## src/design/rdz_pkg.sv

```systemverilog
// ----------------------------------------------------------------------------
// rdz_pkg
// shared types, register codes and helpers of the radial dead zone rescaler
// ----------------------------------------------------------------------------
package rdz_pkg;

    localparam int SAMPLE_BITS_DEF = 16;
    localparam int CFG_IDX_BITS    = 2;

    typedef enum logic [CFG_IDX_BITS-1:0] {
        CFG_LOWER = 2'd0,
        CFG_UPPER = 2'd1,
        CFG_VALUE = 2'd2,
        CFG_NONE  = 2'd3
    } t_cfg_idx;

    typedef enum logic [1:0] {
        ZONE_DEAD = 2'd0,
        ZONE_RAMP = 2'd1,
        ZONE_SAT  = 2'd2,
        ZONE_BAD  = 2'd3
    } t_zone;

    localparam logic [15:0] Q15_LOWER = 16'd3277;
    localparam logic [15:0] Q15_UPPER = 16'd29491;
    localparam logic [15:0] Q15_VALUE = 16'd32767;

    // q1.15 constant moved to an n-bit sample format
    function automatic logic [63:0] rdz_from_q15(input logic [15:0] v, input int n);
        logic [63:0] w;
        w = {48'd0, v};
        if (n >= 16) begin
            w = w << (n - 16);
        end else begin
            w = w >> (16 - n);
        end
        return w & ((64'd1 << (n - 1)) - 64'd1);
    endfunction

    // edges from accepted start to output strobe
    function automatic int rdz_latency(input int n);
        return 3 * n + 4;
    endfunction

endpackage

```

## src/design/rdz_div_cell.sv

```systemverilog
// ----------------------------------------------------------------------------
// rdz_div_cell
// one restoring division step, resolves quotient bit K and passes on
// ----------------------------------------------------------------------------
module rdz_div_cell import rdz_pkg::*; #(
    parameter int W  = 33,
    parameter int QB = 15,
    parameter int K  = 0,
    parameter int PW = 1
) (
    input  logic          i_clk,
    input  logic          i_rst_n,
    input  logic          i_valid,
    input  logic [W-1:0]  i_rem,
    input  logic [W-1:0]  i_den,
    input  logic [QB-1:0] i_quo,
    input  logic [PW-1:0] i_pass,
    output logic          o_valid,
    output logic [W-1:0]  o_rem,
    output logic [W-1:0]  o_den,
    output logic [QB-1:0] o_quo,
    output logic [PW-1:0] o_pass
);

    logic [W-1:0]  trial;
    logic          ge;
    logic [W-1:0]  n_rem;
    logic [QB-1:0] n_quo;
    logic          r_valid;
    logic [W-1:0]  r_rem;
    logic [W-1:0]  r_den;
    logic [QB-1:0] r_quo;
    logic [PW-1:0] r_pass;

    always_comb begin
        trial = i_den << K;
        ge    = (i_rem >= trial);
        n_rem = ge ? (i_rem - trial) : i_rem;
        n_quo = i_quo;
        n_quo[K] = ge;
    end

    always_ff @(posedge i_clk) begin
        if (!i_rst_n) begin
            r_valid <= 1'b0;
        end else begin
            r_valid <= i_valid;
        end
    end

    always_ff @(posedge i_clk) begin
        r_rem  <= n_rem;
        r_den  <= i_den;
        r_quo  <= n_quo;
        r_pass <= i_pass;
    end

    assign o_valid = r_valid;
    assign o_rem   = r_rem;
    assign o_den   = r_den;
    assign o_quo   = r_quo;
    assign o_pass  = r_pass;

endmodule

```

## config.mk

```make
export PLATFORM = sky130hd
export DESIGN_NAME = rdz_div_cell
export DESIGN_NICKNAME = d
export VERILOG_FILES = /design/src/design/rdz_pkg.sv /design/src/design/rdz_div_cell.sv
export SDC_FILE = /design/constraint.sdc
export NUM_CORES = 1
export LEC_CHECK = 0
export ABC_CLOCK_PERIOD_IN_PS = 2300
export BUFFER_PORTS_ARGS = -buffer_cell sky130_fd_sc_hd__buf_2
export CORE_MARGIN = 5
export CORE_UTILIZATION = 32
export CTS_CLUSTER_DIAMETER = 80
export CTS_CLUSTER_SIZE = 16
export DETAILED_ROUTE_END_ITERATION = 8
export SETUP_SLACK_MARGIN = 0.2
export SKIP_LAST_GASP = 1
export SYNTH_ARGS = -nofsm -noshare
export SYNTH_HDL_FRONTEND = slang
export SYNTH_SLANG_ARGS = --single-unit
export TNS_END_PERCENT = 30
```

## constraint.sdc

```tcl
create_clock -name i_clk -period 2.3 [get_ports i_clk]
set_clock_uncertainty 0.05 [all_clocks]
set_input_delay 0.115 -clock i_clk [delete_from_list [all_inputs] [get_ports i_clk]]
set_output_delay 0.115 -clock i_clk [all_outputs]
set_load 0.05 [all_outputs]
```

Word-level counts from Yosys, hierarchy flattened. Index checks and enable logic that the tools add are counted. W data, S select, Z words.

Bits in registers: 83. Input port bits: 85. Output and inout port bits: 83. Logic and storage cells: 8.

Add/sub/neg operators: 1. $lt $le $gt $ge: 1. Multiplexer cells: 1.

Operators by type and width (number): $ge A33 B33 Y1 (1); $mux W33 (1); $sub A33 B33 Y33 (1).

Depth between registers and ports, before layout. Gate-level depths: netlist of the first run.

Depth in word-level cells: 2. Depth in mapped cells: 12. Depth with buffers taken out: 11.

Worst setup path before layout of the first run. No wires, ideal clock.

Path kind: input to register. From: input i_rem[0]. To: register r_rem[26], in the netlist o_rem[26]. Library setup time: 123 ps. Arrival: 2092 ps. Required time: 2127 ps. Slack: 35 ps. Cell stages on the path: 11. Path buffers: 0. Cell sequence: inv_1 -> ha_1 -> fa_1 -> nor2b_1 -> o31ai_1 -> a2111o_1 -> a21o_1 -> a21oi_2 -> a41oi_1 -> xnor2_1 -> o21ai_0.

Word-level cells in the longest chain between the ends: 2.

RTL lines: start: declaration (RTL line rdz_div_cell.sv:14) `input logic [W-1:0] i_rem,`; $sub A33 B33 Y33 or $ge A33 B33 Y1 (tied branches) (RTL line rdz_div_cell.sv:38, rdz_div_cell.sv:37); $mux W33 * (RTL line rdz_div_cell.sv:38) `n_rem = ge ? (i_rem - trial) : i_rem;`; named net n_rem[26] (RTL line rdz_div_cell.sv:27) `logic [W-1:0] n_rem;`; end signal: assignment (RTL line rdz_div_cell.sv:52) `r_rem <= n_rem;`; end: declaration (RTL line rdz_div_cell.sv:30) `logic [W-1:0] r_rem;`.

Mark *: on every way through the listed nets, which the timed path passes. The rest lies on a longest branch. A chain may end at the register's enable or synchronous reset.

Final worst setup path of the first run. Ends and elaborated chain as after synthesis.

==> results.py, run 1 <==
metrics = {
    "critical_path": {
        "cp_num_buf_inv": 2,
        "critical_path.top_delay_family": "compound AO/OA/AOI/OAI gates",
        "cp-end-kind": "flop",
        "path_max_fanout": 4,
        "crit_chain": "buf_8, inv_8, ha_4, fa_2, nor2b_4, o31ai_4, a2111o_1, a21o_1, a21oi_4, a41oi_2, xnor2_1, o21ai_1",
        "crit_path_top_delay_cell": "a2111o_1",
        "critPathMaxStageDelay_ns": 0.47,
        "arrival_ns": 2.27,
        "startpoint": "i_rem[0]",
        "cp-start-kind": "input pin",
        "required_ns": 2.49,
        "critPathKind": "in -> reg",
    },
    "routing": {
        "wl_um": 12400,
        "drt_pass1_iterations": 4,
        "ant_nets": 0,
        "vias": 4193,
        "viasPerCell": 4.47,
        "drc": 0,
        "drt_iter0_drc": 156,
        "wl_per_cell_um": 13.2,
    },
    "hold_path": {
        "min-delay-path-class": "in -> reg",
        "hp-start": "i_den[0]",
    },
    "logic_synthesis": {
        "synth_ff_type": "dfxtp_1",
        "yosysWarnings": 0,
        "synth.most_common_cell": "dfxtp_1",
        "synth_edf_count": 0,
        "async_reset_ff_share_pct": 0,
        "synth_nets": 568,
        "avgSynthCellArea_um2": 8.89,
        "syn_inst": 449,
        "ys_types": 52,
        "synth-seq-cells": 83,
        "yosys-top-cells-count": "dfxtp_1, nand2_1, a21oi_1",
        "synth_top_area_share_pct": 41.6,
        "seq_area_frac_synth_pct": 41.6,
        "synth.area.top_cells": "dfxtp_1, ha_1, a21oi_1, nand2_1, o21ai_0",
        "synth_top_area_cell": "dfxtp_1",
        "synth_area_um2": 3990,
    },
    "status": {
        "status": "completed",
    },
    "sta": {
        "fmax_mhz": 482,
        "timing.final.crit_share_pct": 90.3,
        "drv_slew": 0,
        "fin_crit_ns": 2.08,
        "rsz0062_at_grt": "true",
        "fin_ws_ns": 0.224,
        "worst_pin_slew_ns": 0.411,
        "slew_headroom_pct": 72.3,
        "setup_viol": 0,
        "hold_viol": 0,
    },
    "clocking": {
        "clock_sinks": 83,
        "cts_buffers": 9,
        "cts_tree": "built",
        "cts-root-buf": "clkbuf_16",
        "cts_htree_levels": 3,
        "clock_path_buffers": 2,
        "clk_pin_slew_ns": 0.07,
    },
    "floorplanning": {
        "fp.coreArea_um2": 12100,
        "row_count": 40,
        "die_height_um": 122,
        "die_area_um2": 14800,
        "fp.dieW_um": 122,
        "ios": 168,
        "initial_core_util_pct": 33.0,
    },
    "flow_run": {
        "maxCapViolations": 0,
    },
    "power_and_ir_drop": {
        "p_sw_mw": 1.79,
        "pwr-share-comb_pct": 38.4,
        "cellPowerDensity_nw_per_um2": 707,
        "cellInternalPower_mw": 3.08,
        "peakVddDrop_uv": 283,
        "p_seq_share_pct": 33.4,
        "power.leakage_nw": 3.42,
        "swShare_pct": 36.8,
        "total_power_mw": 4.88,
        "pwr-share-clk_pct": 28.1,
    },
    "final_layout": {
        "nets": 885,
        "diodes": 0,
        "layout.cells.non_filler": 939,
        "fin_util_pct": 57.0,
        "areaGrowthSynthToFinish_pct": 72.8,
        "fillers": 1107,
        "drive_gt1_share_pct": 38.7,
    },
    "placed_design": {
        "gp_congestion": 0.799,
        "io_buffers": 166,
        "place_ws_ns": -0.301,
        "dp.final_hpwl_um": 9570,
        "dp_cells": 840,
    },
    "global_routing": {
        "grt_pass1_vias": 4289,
        "grtUsageTotal_pct": 16.6,
        "grt_pass1_wl_um": 19800,
        "antenna_found_initial": 0,
        "overflow": 0,
        "grt_max_degree": 19,
    },
}
[worst paths after layout]
path                                end  cells past startpoint
worst max-delay path  o_rem[26]$_DFF_P_                     12
worst min-delay path   o_rem[0]$_DFF_P_                      3
[power by group through the flow]
stage | combinational, mW | clock (mW) | sequential [mW]
final | 1.87 | 1.37 | 1.63
after global routing | 2.02 | 1.49 | 1.65
after CTS | 1.85 | 1.41 | 1.63
after detailed placement | 1.73 | 0 | 1.66
after global placement | 1.73 | 0 | 1.66
after floorplan | 0.609 | 0 | 2.22
[per-layer routing]
metal | part of all wire [%] | routed length, µm | track usage [%] | vias to the layer above
li1 | - | - | - | 2201
met1 | 44 | 5470 | 19.9 | 1866
met2 | 49 | 6120 | 29.4 | 113
met3 | 5.7 | 710 | 4.69 | 13
met4 | 1.1 | 136 | 4.20 | 0
met5 | 0 | 0 | 0 | -
[what timing repair did]
action | in CTS | in global routing
hold endpoints to repair | 80 | 1
pin swaps | 3 | 13
hold buffers | 81 | 1
setup buffers | 0 | 1
setup endpoints to repair | 5 | 24
gates resized for setup | 3 | 20
[kinds of logic after synthesis]
kind of cell,after synthesis,share of synthesized area [%]
buf+inv,55,5.58
flops,83,41.6
fa+ha+maj,34,10.8
mux,2,0.564
xor+xnor,29,6.36
simple gates,105,12.9
compound gates,141,22.2
[cell type report]
type	instances	area [µm²]	area share, %
flip-flops and latches	83	1660	24.1
clock inverters	6	47.5	0.689
well taps	168	210	3.05
multi-input cells	311	2340	34.0
clock buffers	10	239	3.46
inverters	37	146	2.12
repair buffers	324	2250	32.6
[cell usage in the layout (no fill, tap or decap), types with 3 or more instances in the layout]
master,synthesis,layout
buf_2,7,164
dfxtp_1,83,83
dlygate4sd3_1,0,82
buf_4,0,75
nand2_1,50,49
a21oi_1,39,36
inv_1,36,33
o21ai_0,36,32
a21o_1,24,24
ha_1,33,24
xnor2_1,15,15
xor2_1,14,14
o21ai_1,8,12
ha_4,0,9
clkbuf_16,0,9
nand4_1,8,8
nor2_1,8,8
nand3_1,7,7
nor3_1,6,5
o211ai_1,4,4
a21oi_2,2,4
nor2b_1,6,4
and2_1,4,4
nand2b_1,4,4
inv_2,1,3
o21a_1,3,3
[flip-flops by register name, indices dropped and copies added (netlist names)]
| register | count |
|---|---|
| o_den | 33 |
| o_quo | 15 |
| o_rem | 33 |
| o_valid | 1 |
| o_pass | 1 |
[worst min-delay path: stages]
cell and delay (ns):
buf_6 0.08, ha_4 0.12, o21ai_0 0.08
[through the flow]
stage / setup TNS, ns / hold WS (ns) / cell area, µm²
2_1_floorplan: 0 / 0.0927 / 4160
3_3_place_gp: -1.88 / 0.167 / 5670
3_5_place_dp: -2.16 / 0.169 / 5670
4_1_cts: 0 / 0.00454 / 6780
5_1_grt: 0 / 0.0635 / 6900
6_report: 0 / 0.0568 / 6900
Note: power is estimated with default switching activity, not from simulation.
==> run 2: changes to the inputs <==
CORE_UTILIZATION = 43   (was 32)
PLACE_DENSITY = 0.76   (was default)
==> results.py, run 2 (same netlist as run 1, synthesis figures left out) <==
metrics = {
    "status": {
        "status": "completed",
    },
    "critical_path": {
        "arrival_ns": 2.26,
        "required_ns": 2.51,
        "critPathKind": "in -> reg",
        "cp-end-kind": "flop",
        "cp-start-kind": "input pin",
        "path_max_fanout": 4,
    },
    "global_routing": {
        "grtUsageTotal_pct": 21.6,
        "grt_pass1_vias": 4448,
        "grt_pass1_wl_um": 20000,
        "antenna_found_initial": 0,
        "overflow": 0,
        "grt_max_degree": 19,
    },
    "routing": {
        "wl_um": 12500,
        "drt_pass1_iterations": 4,
        "viasPerCell": 4.94,
        "wl_per_cell_um": 14.3,
        "ant_nets": 0,
        "vias": 4337,
        "drt_iter0_drc": 206,
        "drc": 0,
    },
    "hold_path": {
        "min-delay-path-class": "in -> reg",
    },
    "sta": {
        "rsz0062_at_grt": "true",
        "drv_slew": 0,
        "slew_headroom_pct": 74.3,
        "timing.final.crit_share_pct": 89.4,
        "worst_pin_slew_ns": 0.382,
        "hold_ws_ns": 0.0701,
        "fin_setup_tns_ns": 0,
        "hold_viol": 0,
        "setup_viol": 0,
        "fin_crit_ns": 2.06,
        "fmax_mhz": 487,
    },
    "final_layout": {
        "final_area_um2": 6680,
        "layout.cells.non_filler": 878,
        "nets": 881,
        "layout_common_cells": "buf_2, dlygate4sd3_1, dfxtp_1, buf_4, nand2_1",
        "drive_gt1_share_pct": 37.9,
        "diodes": 0,
        "final_common_cell": "buf_2",
        "areaGrowthSynthToFinish_pct": 67.3,
        "fillers": 651,
    },
    "placed_design": {
        "io_buffers": 166,
        "placed_cell_area_um2": 5570,
        "dp_cells": 777,
        "gp_congestion": 0.888,
        "dp.final_hpwl_um": 9160,
    },
    "power_and_ir_drop": {
        "power.leakage_nw": 3.34,
        "cellPowerDensity_nw_per_um2": 681,
        "peakVddDrop_uv": 344,
    },
    "floorplanning": {
        "die_area_um2": 11300,
        "row_count": 35,
        "fp.coreArea_um2": 9150,
        "fp.dieW_um": 106,
        "die_height_um": 106,
        "initial_core_util_pct": 43.6,
        "ios": 168,
    },
    "clocking": {
        "clk_pin_slew_ns": 0.10,
        "cts-root-buf": "clkbuf_8",
        "cts_buffers": 9,
        "clock_sinks": 83,
        "cts_tree": "built",
        "cts_htree_levels": 3,
        "clock_path_buffers": 2,
    },
    "flow_run": {
        "maxCapViolations": 0,
    },
}
## run 2: cell types whose count changed in the layout (fill, tap and decap cells not counted), sizes merged
cell         change
inv              +3
buf              -5
clkbuf           -1
clkinvlp         +1
dlygate4sd3      +1
clkinv           -3
## run 2: metrics by stage
| stage | power [mW] | setup slack, ns | utilization, % |
|---|---|---|---|
| final | 4.55 | 0.245 | 73.0 |
| after global routing | 4.78 | 0.104 | 73.0 |
| after CTS | 4.54 | 0.188 | 72.0 |
| after detailed placement | 3.38 | -0.202 | 60.8 |
| after global placement | 3.36 | -0.176 | 60.8 |
| after floorplan | 2.83 | 0.113 | - |
## run 2: final cells by class
class	instances	area, µm²	share of cell area (%)
Multi-Input combinational cell	311	2320	34.7
Tap cell	111	139	2.08
Clock buffer	9	124	1.85
Sequential cell	83	1660	24.9
Timing Repair Buffer	320	2220	33.3
Inverter	37	146	2.19
Clock inverter	7	66.3	0.993
## run 2: routing by layer
layer,global-route usage [%],share of wire [%]
met1,24.9,41
met2,39.9,52
met3,4.92,5.7
met4,5.64,1.6
met5,0,0
## run 2: path summary, 6_finish.rpt
path                            end     start  cells past startpoint
setup / recovery  o_rem[24]$_DFF_P_  i_rem[0]                     13
hold / removal     o_rem[0]$_DFF_P_  i_den[0]                      3
## run 2: what timing repair did
| action | in CTS | in global routing |
|---|---|---|
| setup buffers | 0 | 2 |
| pin swaps | 0 | 7 |
| hold endpoints to repair | 82 | 0 |
| hold buffers | 83 | 0 |
| resized for setup | 1 | 15 |
| setup endpoints to repair | 4 | 32 |
## run 2: critical path, cell delays in order
cell      delay, ns
buf_4          0.12
inv_8          0.03
ha_4           0.15
fa_2           0.37
nor2b_2        0.15
o31ai_2        0.11
a2111o_1       0.42
buf_4          0.16
a21oi_4        0.16
nor3_4         0.07
o21bai_1       0.19
xnor2_1        0.14
o21ai_0        0.09
## run 2: power breakdown
group | total [mW] | switching (mW) | internal [mW]
Combinational | 1.87 | 1.16 | 0.709
Clock | 1.05 | 0.626 | 0.423
Sequential | 1.63 | 0.0376 | 1.59
Total | 4.55 | 1.82 | 2.72
==> run 3: changes to the inputs <==
PLACE_DENSITY = 0.87   (was 0.76)
==> results.py, run 3 (same netlist as run 1, synthesis figures left out) <==
metrics = {
    "sta": {
        "slew_headroom_pct": 71.9,
        "worst_pin_slew_ns": 0.417,
        "hold_viol": 0,
        "hold_ws_ns": 0.0684,
        "drv_slew": 0,
        "fmax_mhz": 489,
        "timing.final.crit_share_pct": 88.8,
        "rsz0062_at_grt": "false",
        "fin_crit_ns": 2.04,
        "setup_viol": 0,
    },
    "critical_path": {
        "cp-end-kind": "flop",
        "path_max_fanout": 4,
        "required_ns": 2.52,
        "startpoint": "i_rem[0]",
        "arrival_ns": 2.27,
        "cp-start-kind": "input pin",
        "critPathKind": "in -> reg",
        "endpoint": "o_rem[24]$_DFF_P_",
    },
    "final_layout": {
        "drive_gt1_share_pct": 37.5,
        "final_common_cell": "buf_2",
        "layout_common_cells": "buf_2, dlygate4sd3_1, dfxtp_1, buf_4, nand2_1",
        "areaGrowthSynthToFinish_pct": 66.2,
        "nets": 879,
    },
    "global_routing": {
        "grt_max_degree": 18,
        "overflow": 0,
        "grtUsageTotal_pct": 24.1,
        "antenna_found_initial": 1,
        "grt_pass1_vias": 4826,
        "grt_pass1_wl_um": 22200,
    },
    "clocking": {
        "cts_buffers": 9,
        "cts_tree": "built",
        "cts_htree_levels": 3,
        "clock_path_buffers": 2,
        "cts-root-buf": "clkbuf_8",
        "cts_setup_buffers": 0,
        "clk_pin_slew_ns": 0.11,
        "clock_sinks": 83,
    },
    "placed_design": {
        "dp.final_hpwl_um": 9480,
        "gp_congestion": 0.854,
        "io_buffers": 166,
    },
    "flow_run": {
        "maxCapViolations": 0,
    },
    "floorplanning": {
        "initial_core_util_pct": 43.6,
        "die_height_um": 106,
        "fp.dieW_um": 106,
        "row_count": 35,
        "fp.coreArea_um2": 9150,
        "die_area_um2": 11300,
        "ios": 168,
    },
    "routing": {
        "wl_per_cell_um": 15.5,
        "viasPerCell": 5.06,
        "drt_pass1_iterations": 5,
        "drt_iter0_drc": 211,
        "vias": 4435,
        "drc": 0,
        "ant_nets": 0,
        "wl_um": 13600,
    },
    "power_and_ir_drop": {
        "peakVddDrop_uv": 413,
        "cellPowerDensity_nw_per_um2": 688,
        "power.leakage_nw": 3.32,
        "total_power_mw": 4.57,
    },
    "hold_path": {
        "min-delay-path-class": "in -> reg",
    },
    "status": {
        "status": "completed",
    },
}
run 3: how the worst min path moves through the flow:
stage	startpoint	to	slack, ns	depth (start not counted)
floorplan	i_den[0]	o_den[0]$_DFF_P_	0.09	0
global placement	i_quo[7]	o_quo[7]$_DFF_P_	0.17	1
detailed placement	i_quo[4]	o_quo[4]$_DFF_P_	0.17	1
CTS	i_den[0]	o_rem[0]$_DFF_P_	0.06	3
global route	i_den[0]	o_rem[0]$_DFF_P_	0.09	3
finish	i_den[0]	o_rem[0]$_DFF_P_	0.07	3
run 3: through the flow:
stage               setup WS (ns)  instances  setup TNS (ns)  util (%)  cell area (µm²)
finish                      0.257        877               0      72.5             6640
floorplan                   0.113        449               0         -             4160
detailed placement         -0.268        777           -3.09      60.5             5540
global placement           -0.226        777           -1.43      60.5             5540
global route                0.191        877               0      72.5             6640
CTS                         0.188        876               0      71.8             6570
run 3: routing by layer:
metal  up-vias  share of wire, %  wire [µm]  track usage, %
met5         -                 0          0               0
met4         0               2.5        335            8.14
met3        32               6.4        875            6.07
met2       165                52       7040            45.7
met1      2047                39       5340            25.7
li1       2191                 -          -               -
run 3: critical path, stage by stage:
cell	delay, ns
buf_4	0.12
inv_8	0.03
ha_4	0.15
fa_2	0.37
nor2b_2	0.15
o31ai_2	0.11
a2111o_1	0.42
buf_4	0.17
a21oi_4	0.16
nor3_4	0.07
o21bai_1	0.18
xnor2_1	0.14
o21ai_0	0.08
run 3: power breakdown:
part           switching, mW  internal [mW]  leakage, nW
Combinational           1.18          0.695         2.52
Sequential            0.0401           1.59        0.700
Clock                  0.639          0.423       0.0922
run 3: layout make-up:
type	instances	area, µm²
Timing Repair Buffer	318	2180
Antenna cell	1	2.50
Clock inverter	7	66.3
Fill cell	618	2520
Tap cell	111	139
Sequential cell	83	1660
Clock buffer	9	124
Inverter	37	146
Multi-Input combinational cell	311	2310
run 3: what timing repair did:
action / CTS / global route
cloned: 0 / 0
resized for setup: 2 / 13
hold buffers: 83 / 0
endpoints found under the hold margin: 82 / 0
setup endpoints to repair: 5 / 31
pin swaps: 0 / 5
