<file path="config.mk">
export PLATFORM = sky130hd
export DESIGN_NAME = rdz_sqrt_cell
export DESIGN_NICKNAME = d
export VERILOG_FILES = /design/src/design/rdz_pkg.sv /design/src/design/rdz_sqrt_cell.sv
export SDC_FILE = /design/constraint.sdc
export NUM_CORES = 1
export LEC_CHECK = 0
export BUFFER_PORTS_ARGS = -buffer_cell sky130_fd_sc_hd__clkbuf_2
export CAP_MARGIN = 40
export CORE_ASPECT_RATIO = 1.25
export CORE_MARGIN = 3
export CORE_UTILIZATION = 45
export CTS_CLUSTER_DIAMETER = 120
export CTS_CLUSTER_SIZE = 40
export DETAILED_ROUTE_END_ITERATION = 10
export PLACE_DENSITY_LB_ADDON = 0.25
export SYNTH_ARGS = -nofsm -noshare
export SYNTH_HDL_FRONTEND = slang
export SYNTH_SLANG_ARGS = --single-unit
</file>
<file path="constraint.sdc">
create_clock -name i_clk -period 2.75 [get_ports i_clk]
set_input_delay 0 -clock i_clk [delete_from_list [all_inputs] [get_ports i_clk]]
set_output_delay 0 -clock i_clk [all_outputs]
set_load 0.02 [all_outputs]
</file>
<file path="src/design/rdz_pkg.sv">
// ----------------------------------------------------------------------------
// rdz_pkg
// shared types, register codes and helpers of the radial dead zone rescaler
// ----------------------------------------------------------------------------
package rdz_pkg;

    localparam int SAMPLE_BITS_DEF = 16;
    localparam int CFG_IDX_BITS    = 2;

    typedef enum logic [CFG_IDX_BITS-1:0] {
        CFG_LOWER = 2'd0,
        CFG_UPPER = 2'd1,
        CFG_VALUE = 2'd2,
        CFG_NONE  = 2'd3
    } t_cfg_idx;

    typedef enum logic [1:0] {
        ZONE_DEAD = 2'd0,
        ZONE_RAMP = 2'd1,
        ZONE_SAT  = 2'd2,
        ZONE_BAD  = 2'd3
    } t_zone;

    localparam logic [15:0] Q15_LOWER = 16'd3277;
    localparam logic [15:0] Q15_UPPER = 16'd29491;
    localparam logic [15:0] Q15_VALUE = 16'd32767;

    // q1.15 constant moved to an n-bit sample format
    function automatic logic [63:0] rdz_from_q15(input logic [15:0] v, input int n);
        logic [63:0] w;
        w = {48'd0, v};
        if (n >= 16) begin
            w = w << (n - 16);
        end else begin
            w = w >> (16 - n);
        end
        return w & ((64'd1 << (n - 1)) - 64'd1);
    endfunction

    // edges from accepted start to output strobe
    function automatic int rdz_latency(input int n);
        return 3 * n + 4;
    endfunction

endpackage

</file>
<file path="src/design/rdz_sqrt_cell.sv">
// ----------------------------------------------------------------------------
// rdz_sqrt_cell
// one restoring square root step, resolves root bit K and passes on
// ----------------------------------------------------------------------------
module rdz_sqrt_cell import rdz_pkg::*; #(
    parameter int W  = 33,
    parameter int RN = 16,
    parameter int K  = 0,
    parameter int PW = 1
) (
    input  logic          i_clk,
    input  logic          i_rst_n,
    input  logic          i_valid,
    input  logic [W-1:0]  i_rem,
    input  logic [RN-1:0] i_root,
    input  logic [PW-1:0] i_pass,
    output logic          o_valid,
    output logic [W-1:0]  o_rem,
    output logic [RN-1:0] o_root,
    output logic [PW-1:0] o_pass
);

    logic [W-1:0]  trial;
    logic          ge;
    logic [W-1:0]  n_rem;
    logic [RN-1:0] n_root;
    logic          r_valid;
    logic [W-1:0]  r_rem;
    logic [RN-1:0] r_root;
    logic [PW-1:0] r_pass;

    always_comb begin
        trial  = (W'(i_root) << (K + 1)) + (W'(1) << (2 * K));
        ge     = (i_rem >= trial);
        n_rem  = ge ? (i_rem - trial) : i_rem;
        n_root = i_root;
        n_root[K] = ge;
    end

    always_ff @(posedge i_clk) begin
        if (!i_rst_n) begin
            r_valid <= 1'b0;
        end else begin
            r_valid <= i_valid;
        end
    end

    always_ff @(posedge i_clk) begin
        r_rem  <= n_rem;
        r_root <= n_root;
        r_pass <= i_pass;
    end

    assign o_valid = r_valid;
    assign o_rem   = r_rem;
    assign o_root  = r_root;
    assign o_pass  = r_pass;

endmodule

</file>
# Yosys cells after proc, flatten, opt, wreduce, memory -nomap -nowiden
# Index checks and enable logic that the tools add are counted.
# Widths: inputs -> output; s select.
# totals
ff_bits	51
input_bits	53
out_inout_bits	51
# classes
add_sub_neg	2
order_cmp	1
muxes	1
# op_table
cell	count
$ge 33x18->1	1
$mux 33	1
$sub 33x18->33	1
$add 17x1->18 const B	1

# Depth between registers and ports, before layout
# Gate-level depths: netlist (run 1).
# logic_depth
word_depth	3
depth_mapped	12
mapped_depth_nobuf	10

# Worst setup path after synthesis (run 1)
# Ideal clock, no wire load.
# synth_timing
path_kind	input port to flip-flop
from	in i_root[2]
to	reg r_rem[31], in the netlist o_rem[31]
setup_ns	0.121
arrival_time_ns	2.067
t_required_ns	2.629
setup_slack_ns	0.562
stages	9
n_path_buf	0
cell_sequence	inv_1 ha_1 a21o_1 a221oi_2 o221ai_1 a31oi_1 o211ai_1 nor3_1 mux2_2
# synth_between
elab_chain_cells	3
# synth_lines
item	line_no	source
start: declaration	rdz_sqrt_cell.sv:15	input logic [RN-1:0] i_root,
$add 17x1->18 (*)	rdz_sqrt_cell.sv:33	trial = (W'(i_root) << (K + 1)) + (W'(1) << (2 * K));
$sub 33x18->33 / $ge 33x18->1 (equally long branches)	rdz_sqrt_cell.sv:35, rdz_sqrt_cell.sv:34	
$mux 33 (*)	rdz_sqrt_cell.sv:35	n_rem = ge ? (i_rem - trial) : i_rem;
named net n_rem[31]	rdz_sqrt_cell.sv:25	logic [W-1:0] n_rem;
end signal: assignment	rdz_sqrt_cell.sv:49	r_rem <= n_rem;
end: declaration	rdz_sqrt_cell.sv:28	logic [W-1:0] r_rem;
# Mark *: on every way through the listed nets, which the timed path passes. The rest lies on a longest branch.
# A chain may end at the register's enable or synchronous reset.

# Final worst setup path (run 1)
# layout_timing
from	in i_rem[2]
to	reg r_rem[28], in the netlist o_rem[28]
# layout_between
elab_chain_cells	2
# layout_lines
item	line_no	source
start: declaration	rdz_sqrt_cell.sv:14	input logic [W-1:0] i_rem,
$sub 33x18->33 / $ge 33x18->1 (equally long branches)	rdz_sqrt_cell.sv:35, rdz_sqrt_cell.sv:34	
$mux 33 (*)	rdz_sqrt_cell.sv:35	
named net n_rem[28]	rdz_sqrt_cell.sv:25	
# Marks and branches as above.

==> results of run 1 <==
-- power by group --
group / switching [W] / internal [W] / total, W
Sequential: 0.0000234 / 0.000822 / 0.000845
Combinational: 0.000317 / 0.000239 / 0.000557
Clock: 0.000233 / 0.000230 / 0.000463
Total: 0.000574 / 0.00129 / 0.00186
-- worst max-delay path by stage --
stage	from	end
2_1_floorplan	i_root[2]	o_rem[31]
3_3_place_gp	i_root[2]	o_rem[4]
3_5_place_dp	i_root[2]	o_rem[4]
4_1_cts	i_root[2]	o_rem[12]
5_1_grt	i_rem[2]	o_rem[24]
6_report	i_rem[2]	o_rem[28]
-- sequential cells by signal (all words and copies together) (netlist names) --
name and cells:
o_root 16, o_pass 1, o_valid 1, o_rem 33
-- cell families after synthesis --
family                   synth area share [%]
buffers and inverters                   4.693
multiplexers                           0.9282
adder cells (fa/ha/maj)                 9.592
flip-flops                              42.08
AND/OR/NAND/NOR                         17.64
XOR/XNOR                                10.47
AO/OA/AOI/OAI                           14.60
-- layout make-up --
cell class	instances	area [um^2]
fill	416	1484
multi-input combinational	189	1331
tap	62	77.57
timing repair buffer	159	1067
clock buffer	8	100.1
sequential	51	1021
inverter	19	71.32
-- metal layers --
layer | up-vias | wire length, um
met1 | 1128 | 2363
li1 | 1246 | -
met5 | - | 0
met2 | 82 | 3523
met4 | 0 | 193
met3 | 20 | 303
-- synth_stat cells (8+ instances only) --
| master | number |
|---|---|
| nor3_1 | 8 |
| dfxtp_1 | 51 |
| nand2_1 | 27 |
| xnor2_1 | 9 |
| xor2_1 | 20 |
| o21ai_1 | 9 |
| o21ai_0 | 16 |
| nor2_1 | 12 |
| a21oi_1 | 12 |
| ha_1 | 17 |
| inv_1 | 18 |
-- through the flow --
stage                     instances  hold slack, ps  cell area, um^2  power, W
after floorplan                 264           27.72             2426  0.001170
after global placement          425           106.5             2992  0.001343
after detailed placement        425           105.5             2992  0.001349
after CTS                       484           82.63             3602  0.001871
after global routing            488           92.69             3669  0.001966
final                           488           75.75             3669  0.001865
-- timing repair --
| item | CTS | global route |
|---|---|---|
| endpoints found under the hold margin | 50 | 0 |
| resized for setup | 0 | 5 |
| setup endpoints to repair | 0 | 26 |
| hold buffers | 51 | 0 |
| setup buffers | 0 | 3 |
==> run_results.csv, run 1 <==
group,metric,value,unit
synth,yosysSeqAreaShare,42.08,%
global_route,grt_pass1_wl,10400,um
synth,synth_area_leaders,"dfxtp_1, ha_1, xor2_1",
cts,root_buffer,"clkbuf_8",
critical_path,crit_buf_inv,3,
die,core_area,5152,um^2
layout,nets,496,
min_path,hold_end,"o_rem[1]",
global_route,grt_start_max_net_pins,26,
timing,setup_tns,0,ps
timing,rsz0062_at_grt,"false",
min_path,hp-start,"i_root[0]",
global_route,grt_use_met1,21.10,%
cts,clk_path_buf_depth,2,
synth,yosys_warnings,0,
layout,final_cell_mix,"clkbuf_2, dlygate4sd3_1, dfxtp_1, nand2_1, xor2_1",
timing,relSlewSlack,73.45,%
critical_path,max_stage_delay,540,ps
critical_path,worstPathCellList,"dlygate4sd3_1 -> clkbuf_2 -> ha_1 -> nor2b_1 -> o31a_1 -> o31a_1 -> o21ai_0 -> o211ai_1 -> buf_4 -> nor4_1 -> xor2_1",
cts,path_clk_slew,90,ps
die,die_h,88.09,um
synth,synthDistinctLibCells,45,
critical_path,worstPathMaxFanout,7,
detailed_routing,avgRoutedWirePerCell,13.08,um
global_route,grt-busiest-layer,"met2",
synth,async_flop_share,0,%
layout,utilization,71.20,%
detailed_routing,finalWirelength,6385,um
timing,finalMaxSlewViolations,0,
die,initial_utilization,47.09,%
synth,synth_seq_cells,51,
die,die_x,71.68,um
cts,htreeDepth,2,
synth,ys.flop_type,"dfxtp_1",
critical_path,path_depth,11,
synth,syn_avg_cell_area,9.190,um^2
global_route,grtUsageMet3,3.559,%
synth,synth_top_area_cell,"dfxtp_1",
cts,numCtsBuffers,5,
timing,hold_viol,0,
timing,fin_crit_sh,95.81,%
placed_design,place_hpwl,4623,um
critical_path,cp-end-kind,"flip-flop",
synth,synthCells,264,
placed_design,place_ws,270.3,ps
critical_path,cp-start-kind,"input port",
layout,drive_gt1_share,29.81,%
timing,worst_slew_pin_slew,394.1,ps
placed_design,gp_congestion,0.8550,
timing,max_freq,379.5,MHz
synth,synth_nets,335,
placed_design,portBuffers,103,
power_and_ir_drop,leakagePower,1.772,nW
die,num_rows,29,
min_path,hold_depth,3,
critical_path,required,2970,ps
global_route,grt.overflow.total,0,
power_and_ir_drop,powerDensity,508.3,nW/um^2
detailed_routing,drc,0,
critical_path,cp_top_family,"compound AO/OA/AOI/OAI gates",
synth,synth_edf_count,0,
timing,period_minus_slack,2635,ps
die,die_area,6314,um^2
critical_path,criticalPathCategory,"input port to flip-flop",
timing,setup_viol,0,
global_route,met2_usage,39.72,%
timing,fin_ws,115.1,ps
detailed_routing,first_pass_iters,4,
synth,synth_area,2426,um^2
critical_path,cp.arrival,2860,ps
die,pin_count,104,
detailed_routing,drtIter0Drc,94,
detailed_routing,num_vias,2476,
global_route,grt_use_total,20.45,%
detailed_routing,route.antenna.remaining_nets,0,
job,cap_violations,0,
critical_path,crit_slowest_cell,"dlygate4sd3_1",
min_path,hold_class,"input port to flip-flop",
critical_path,cpMostUsedCell,"o31a_1",
global_route,antenna_found_initial,0,
outcome,status,"complete, no violations",
synth,yosysTopAreaCellShare,42.08,%
global_route,grt_pass1_vias,2482,
cts,cts_tree,"done",
cts,clkSinkCount,51,
layout,layout_commonest_cell,"clkbuf_2",
detailed_routing,viasPerCell,5.074,
layout,n_antenna_cell,0,
power_and_ir_drop,max-vdd-ir-drop,306.4,uV
layout,area_delta_synth_final,51.21,%
(Power assumes the default switching activity.)
==> inputs of run 2 (changes only) <==
--- a/config.mk
+++ b/config.mk
@@ -9,7 +9,7 @@
 export CAP_MARGIN = 40
 export CORE_ASPECT_RATIO = 1.25
 export CORE_MARGIN = 3
-export CORE_UTILIZATION = 45
+export CORE_UTILIZATION = 47
 export CTS_CLUSTER_DIAMETER = 120
 export CTS_CLUSTER_SIZE = 40
 export DETAILED_ROUTE_END_ITERATION = 10
==> constraint.sdc (replaced) <==
create_clock -name i_clk -period 2.75 [get_ports i_clk]
set_input_delay 0.4125 -clock i_clk [delete_from_list [all_inputs] [get_ports i_clk]]
set_output_delay 0.4125 -clock i_clk [all_outputs]
set_load 0.02 [all_outputs]
==> run_results.csv, run 2 (synthesis results as in run 1) <==
group,metric,value,unit
timing,hold_viol,0,
power_and_ir_drop,leakagePower,1.580,nW
critical_path,max_stage_delay,350,ps
cts,root_buffer,"clkbuf_8",
critical_path,cp-startpoint,"i_root[2]",
global_route,grt_pass1_vias,2219,
critical_path,cp-start-kind,"input port",
layout,utilization,64.72,%
cts,post_cts_resized,0,
layout,final_cell_mix,"clkbuf_2, dfxtp_1, nand2_1, xor2_1, inv_1",
placed_design,portBuffers,103,
cts,clkSinkCount,51,
die,die_x,70.26,um
cts,htreeDepth,2,
detailed_routing,avgRoutedWirePerCell,12.90,um
layout,fillers,455,
layout,multiInputGateArea,1291,um^2
die,pin_count,104,
layout,layout_commonest_cell,"clkbuf_2",
placed_design,gp_congestion,0.8724,
die,num_rows,28,
layout,area_delta_synth_final,29.91,%
timing,worst_slew_pin_slew,370.4,ps
critical_path,crit_slowest_cell,"mux2_2",
critical_path,crit_buf_inv,2,
timing,period_minus_slack,2435,ps
critical_path,worstPathCellList,"clkbuf_2 -> inv_1 -> ha_1 -> and3_1 -> a221oi_2 -> o221ai_1 -> a31oi_1 -> o211ai_1 -> nor3_1 -> mux2_2",
global_route,grt_start_max_net_pins,21,
cts,clk_path_buf_depth,2,
global_route,antenna_found_initial,0,
layout,nets,453,
critical_path,cp-end-kind,"flip-flop",
detailed_routing,viasPerCell,5.177,
outcome,status,"complete, no violations",
critical_path,cp_top_family,"compound AO/OA/AOI/OAI gates",
critical_path,criticalPathCategory,"input port to flip-flop",
global_route,grt_pass1_wl,9425,um
die,core_area,4870,um^2
detailed_routing,finalWirelength,5689,um
layout,seqCellArea,1021,um^2
global_route,grt.overflow.total,0,
timing,rsz0062_at_grt,"false",
cts,path_clk_slew,80,ps
min_path,hp-start,"i_pass",
power_and_ir_drop,max-vdd-ir-drop,273.9,uV
timing,relSlewSlack,74.96,%
detailed_routing,route.antenna.remaining_nets,0,
die,die_area,6065,um^2
layout,largest_reg_flops,33,
die,initial_utilization,49.82,%
critical_path,cp.arrival,2620,ps
cts,numCtsBuffers,5,
timing,setup_tns,0,ps
timing,setup_viol,0,
global_route,grt_use_total,19.15,%
die,die_h,86.33,um
cts,cts_tree,"done",
cts,cts_post_setup_buffers_inserted,0,
cts,cts_hold_buf,0,
detailed_routing,first_pass_iters,4,
min_path,hold_class,"input port to flip-flop",
placed_design,place_hpwl,4743,um
detailed_routing,drc,0,
detailed_routing,num_vias,2283,
timing,fin_crit_sh,88.53,%
job,cap_violations,0,
critical_path,worstPathMaxFanout,3,
layout,n_antenna_cell,0,
detailed_routing,drtIter0Drc,86,
critical_path,required,2940,ps
layout,drive_gt1_share,34.12,%
timing,max_freq,410.7,MHz
power_and_ir_drop,powerDensity,551.6,nW/um^2
timing,finalMaxSlewViolations,0,
run 2: report_power, final:
part	leakage (nW)	switching, W	internal (W)	total, W
Combinational	1.11	0.000302	0.000202	0.000504
Clock	0.0371	0.000221	0.000170	0.000392
Sequential	0.430	0.0000210	0.000822	0.000843
Total	1.58	0.000544	0.00119	0.00174
run 2: layout make-up:
class                   count  share of cell area, %
multi-input cells         188                  40.97
flip-flops and latches     51                  32.39
repair buffers            117                  19.69
well taps                  60                  2.382
clock buffers               6                  2.303
inverters                  19                  2.263
run 2: worst paths after layout:
path,slack [ps],depth (start not counted),to
setup / recovery,320,10,o_rem[31]
hold / removal,210,1,o_pass
run 2: per-stage QoR:
step | hold WS, ps | power (W) | worst slack, ps | instances | cell area (um^2)
detailed placement | 516.9 | 0.001367 | 15.75 | 435 | 3079
floorplan | 440.2 | 0.001170 | 149.7 | 264 | 2426
CTS | 208.3 | 0.001761 | 310.8 | 441 | 3152
global route | 207.8 | 0.001834 | 49.05 | 441 | 3152
finish | 214.7 | 0.001738 | 315.4 | 441 | 3152
global placement | 515.5 | 0.001357 | 46.41 | 435 | 3079
run 2: layer usage:
layer  share of wire [%]  wire, um  track usage, %
met2                  54      3090           36.63
met3                 5.9       333           4.408
met5                   0         0               0
met1                  37      2084           19.32
met4                 3.2       181           9.059
==> inputs of run 3 (changes only) <==
--- a/config.mk
+++ b/config.mk
@@ -5,11 +5,12 @@
 export SDC_FILE = /design/constraint.sdc
 export NUM_CORES = 1
 export LEC_CHECK = 0
+export ABC_AREA = 1
 export BUFFER_PORTS_ARGS = -buffer_cell sky130_fd_sc_hd__clkbuf_2
 export CAP_MARGIN = 40
 export CORE_ASPECT_RATIO = 1.25
 export CORE_MARGIN = 3
-export CORE_UTILIZATION = 47
+export CORE_UTILIZATION = 52
 export CTS_CLUSTER_DIAMETER = 120
 export CTS_CLUSTER_SIZE = 40
 export DETAILED_ROUTE_END_ITERATION = 10
==> run_results.csv, run 3 <==
group,metric,value,unit
synth,yosys_warnings,0,
critical_path,cp-end-kind,"flip-flop",
synth,async_flop_share,0,%
synth,synthCells,512,
detailed_routing,route.antenna.remaining_nets,0,
power_and_ir_drop,total_power,0.001994,W
cts,cts_tree,"done",
timing,max_freq,449.1,MHz
synth,synthAdderAreaFrac,7.116,%
layout,final_cell_mix,"nand2_1, clkbuf_2, inv_1, dfxtp_1, nor2_1",
layout,layout_commonest_cell,"nand2_1",
synth,synth_xor_area_share,3.749,%
power_and_ir_drop,leakagePower,2.199,nW
layout,n_antenna_cell,0,
timing,setup_viol,0,
synth,synth_compound_area_share,8.072,%
cts,post_cts_resized,0,
synth,synth_nets,583,
detailed_routing,met2WireLength,4801,um
detailed_routing,first_pass_iters,5,
detailed_routing,routed.top_layer,"met4",
synth,synthDistinctLibCells,25,
placed_design,gp_congestion,0.8807,
timing,relSlewSlack,64.42,%
global_route,grt_use_total,24.67,%
die,die_x,76.94,um
die,initial_utilization,55.11,%
die,pin_count,104,
synth,yosysSeqAreaShare,31.22,%
timing,setup_tns,0,ps
layout,largest_reg_flops,33,
cts,clkSinkCount,51,
synth,synthTopCellsByCount,"nand2_1, inv_1, dfxtp_1",
synth,synth_top_family_by_area,"simple AND/OR/NAND/NOR gates",
outcome,status,"complete, no violations",
critical_path,worstPathMaxFanout,31,
cts,cts_post_setup_buffers_inserted,0,
placed_design,portBuffers,103,
global_route,grt.overflow.total,0,
synth,synth_area,3271,um^2
timing,hold_viol,0,
cts,htreeDepth,2,
timing,rsz0062_at_grt,"false",
power_and_ir_drop,powerDensity,503.7,nW/um^2
placed_design,place_ws,196.7,ps
synth,yosysTopAreaCellShare,31.22,%
layout,fillers,539,
cts,clk_path_buf_depth,2,
synth,synth_seq_cells,51,
cts,path_clk_slew,100,ps
layout,nets,690,
timing,worst_slew_pin_slew,533.7,ps
synth,yosysMostFrequentCell,"nand2_1",
global_route,grt_start_max_net_pins,32,
timing,finalMaxSlewViolations,0,
min_path,hold_class,"input port to flip-flop",
detailed_routing,avgRoutedWirePerCell,12.72,um
detailed_routing,drt-met1-wl,3578,um
die,core_area,5934,um^2
die,die_area,7283,um^2
synth,synth_edf_count,0,
layout,area_delta_synth_final,21.04,%
die,num_rows,31,
synth,synth-simple-area-share,37.11,%
timing,fin_ws,523.1,ps
critical_path,cp.arrival,2480,ps
global_route,antenna_found_initial,0,
synth,synth_top_area_cell,"dfxtp_1",
cts,numCtsBuffers,5,
critical_path,required,3000,ps
critical_path,cp-start-kind,"input port",
detailed_routing,viasPerCell,4.876,
synth,ys.flop_type,"dfxtp_1",
detailed_routing,drc,0,
placed_design,place_hpwl,7644,um
die,die_h,94.67,um
power_and_ir_drop,max-vdd-ir-drop,267.3,uV
detailed_routing,wl_met3,406,um
detailed_routing,finalWirelength,8931,um
critical_path,criticalPathCategory,"input port to flip-flop",
detailed_routing,num_vias,3423,
layout,drive_gt1_share,25.00,%
synth,syn_avg_cell_area,6.388,um^2
timing,fin_crit_sh,80.98,%
cts,cts_hold_buf,0,
synth,synthMuxAreaShare,0,%
global_route,grt_pass1_vias,3190,
synth,synth_area_leaders,"dfxtp_1, nand2_1, inv_1",
job,cap_violations,0,
global_route,grt_pass1_wl,14370,um
detailed_routing,drtIter0Drc,108,
cts,root_buffer,"clkbuf_8",
timing,period_minus_slack,2227,ps
==> run 3: cell types whose count changed after synthesis, sizes merged, moves of 4 or more <==
cell	before	now
nor2	13	52
xor2	20	8
nand4	3	7
a21o	6	0
o21ai	25	10
a21oi	12	30
nand2	27	191
inv	19	96
nor4	7	0
nand3	6	25
==> run 3: area by class of cell <==
type	count	area [um^2]	area share, %
inverters	97	364.1	9.197
clock buffers	5	68.82	1.738
clock inverters	3	46.29	1.169
flip-flops and latches	51	1021	25.79
repair buffers	104	523.0	13.21
well taps	82	102.6	2.592
multi-input cells	360	1833	46.30
==> run 3: report_power, final <==
group	internal, W	switching, W
Sequential	0.000821	0.0000204
Clock	0.000274	0.000261
Combinational	0.000218	0.000399
==> run 3: logic make-up (layout without fill, tap and decap cells) <==
family                     Yosys count  in the layout
and+or+nand+nor                    285            285
buffers and inverters              101            209
DFF                                 51             51
AOI/OAI and AO/OA                   43             43
adders and majority gates           18             18
xor gates and xnor gates            14             14
==> run 3: path summary, 6_finish.rpt <==
path                       from  endpoint  depth (start not counted)
worst max-delay path  i_root[3]  o_rem[6]                         15
worst min-delay path     i_pass    o_pass                          1
==> run 3: critical path, stage by stage <==
cell and delay (ps):
clkbuf_2 90, inv_1 40, ha_1 320, nand2_1 80
nand2_1 90, inv_1 90, nand2_2 80, nand2_1 80
nand2_2 80, nand2_2 100, nand2_2 100, nor2_8 430
buf_4 350, nand2_2 70, o21ai_2 60
==> run 3: per-stage QoR <==
| step | hold slack, ps | cells | cell area [um^2] | util (%) |
|---|---|---|---|---|
| 2_1_floorplan | 440.2 | 512 | 3271 | - |
| 3_3_place_gp | 517.1 | 694 | 3844 | 64.77 |
| 3_5_place_dp | 520.6 | 694 | 3844 | 64.77 |
| 4_1_cts | 197.3 | 702 | 3959 | 66.71 |
| 5_1_grt | 200.3 | 702 | 3959 | 66.71 |
| 6_report | 198.6 | 702 | 3959 | 66.71 |
==> run 3: routing by layer <==
layer	global-route usage, %	vias to the layer above
met1	27.60	1546
met5	0	-
met2	48.33	96
li1	-	1768
met4	6.647	0
met3	3.531	13
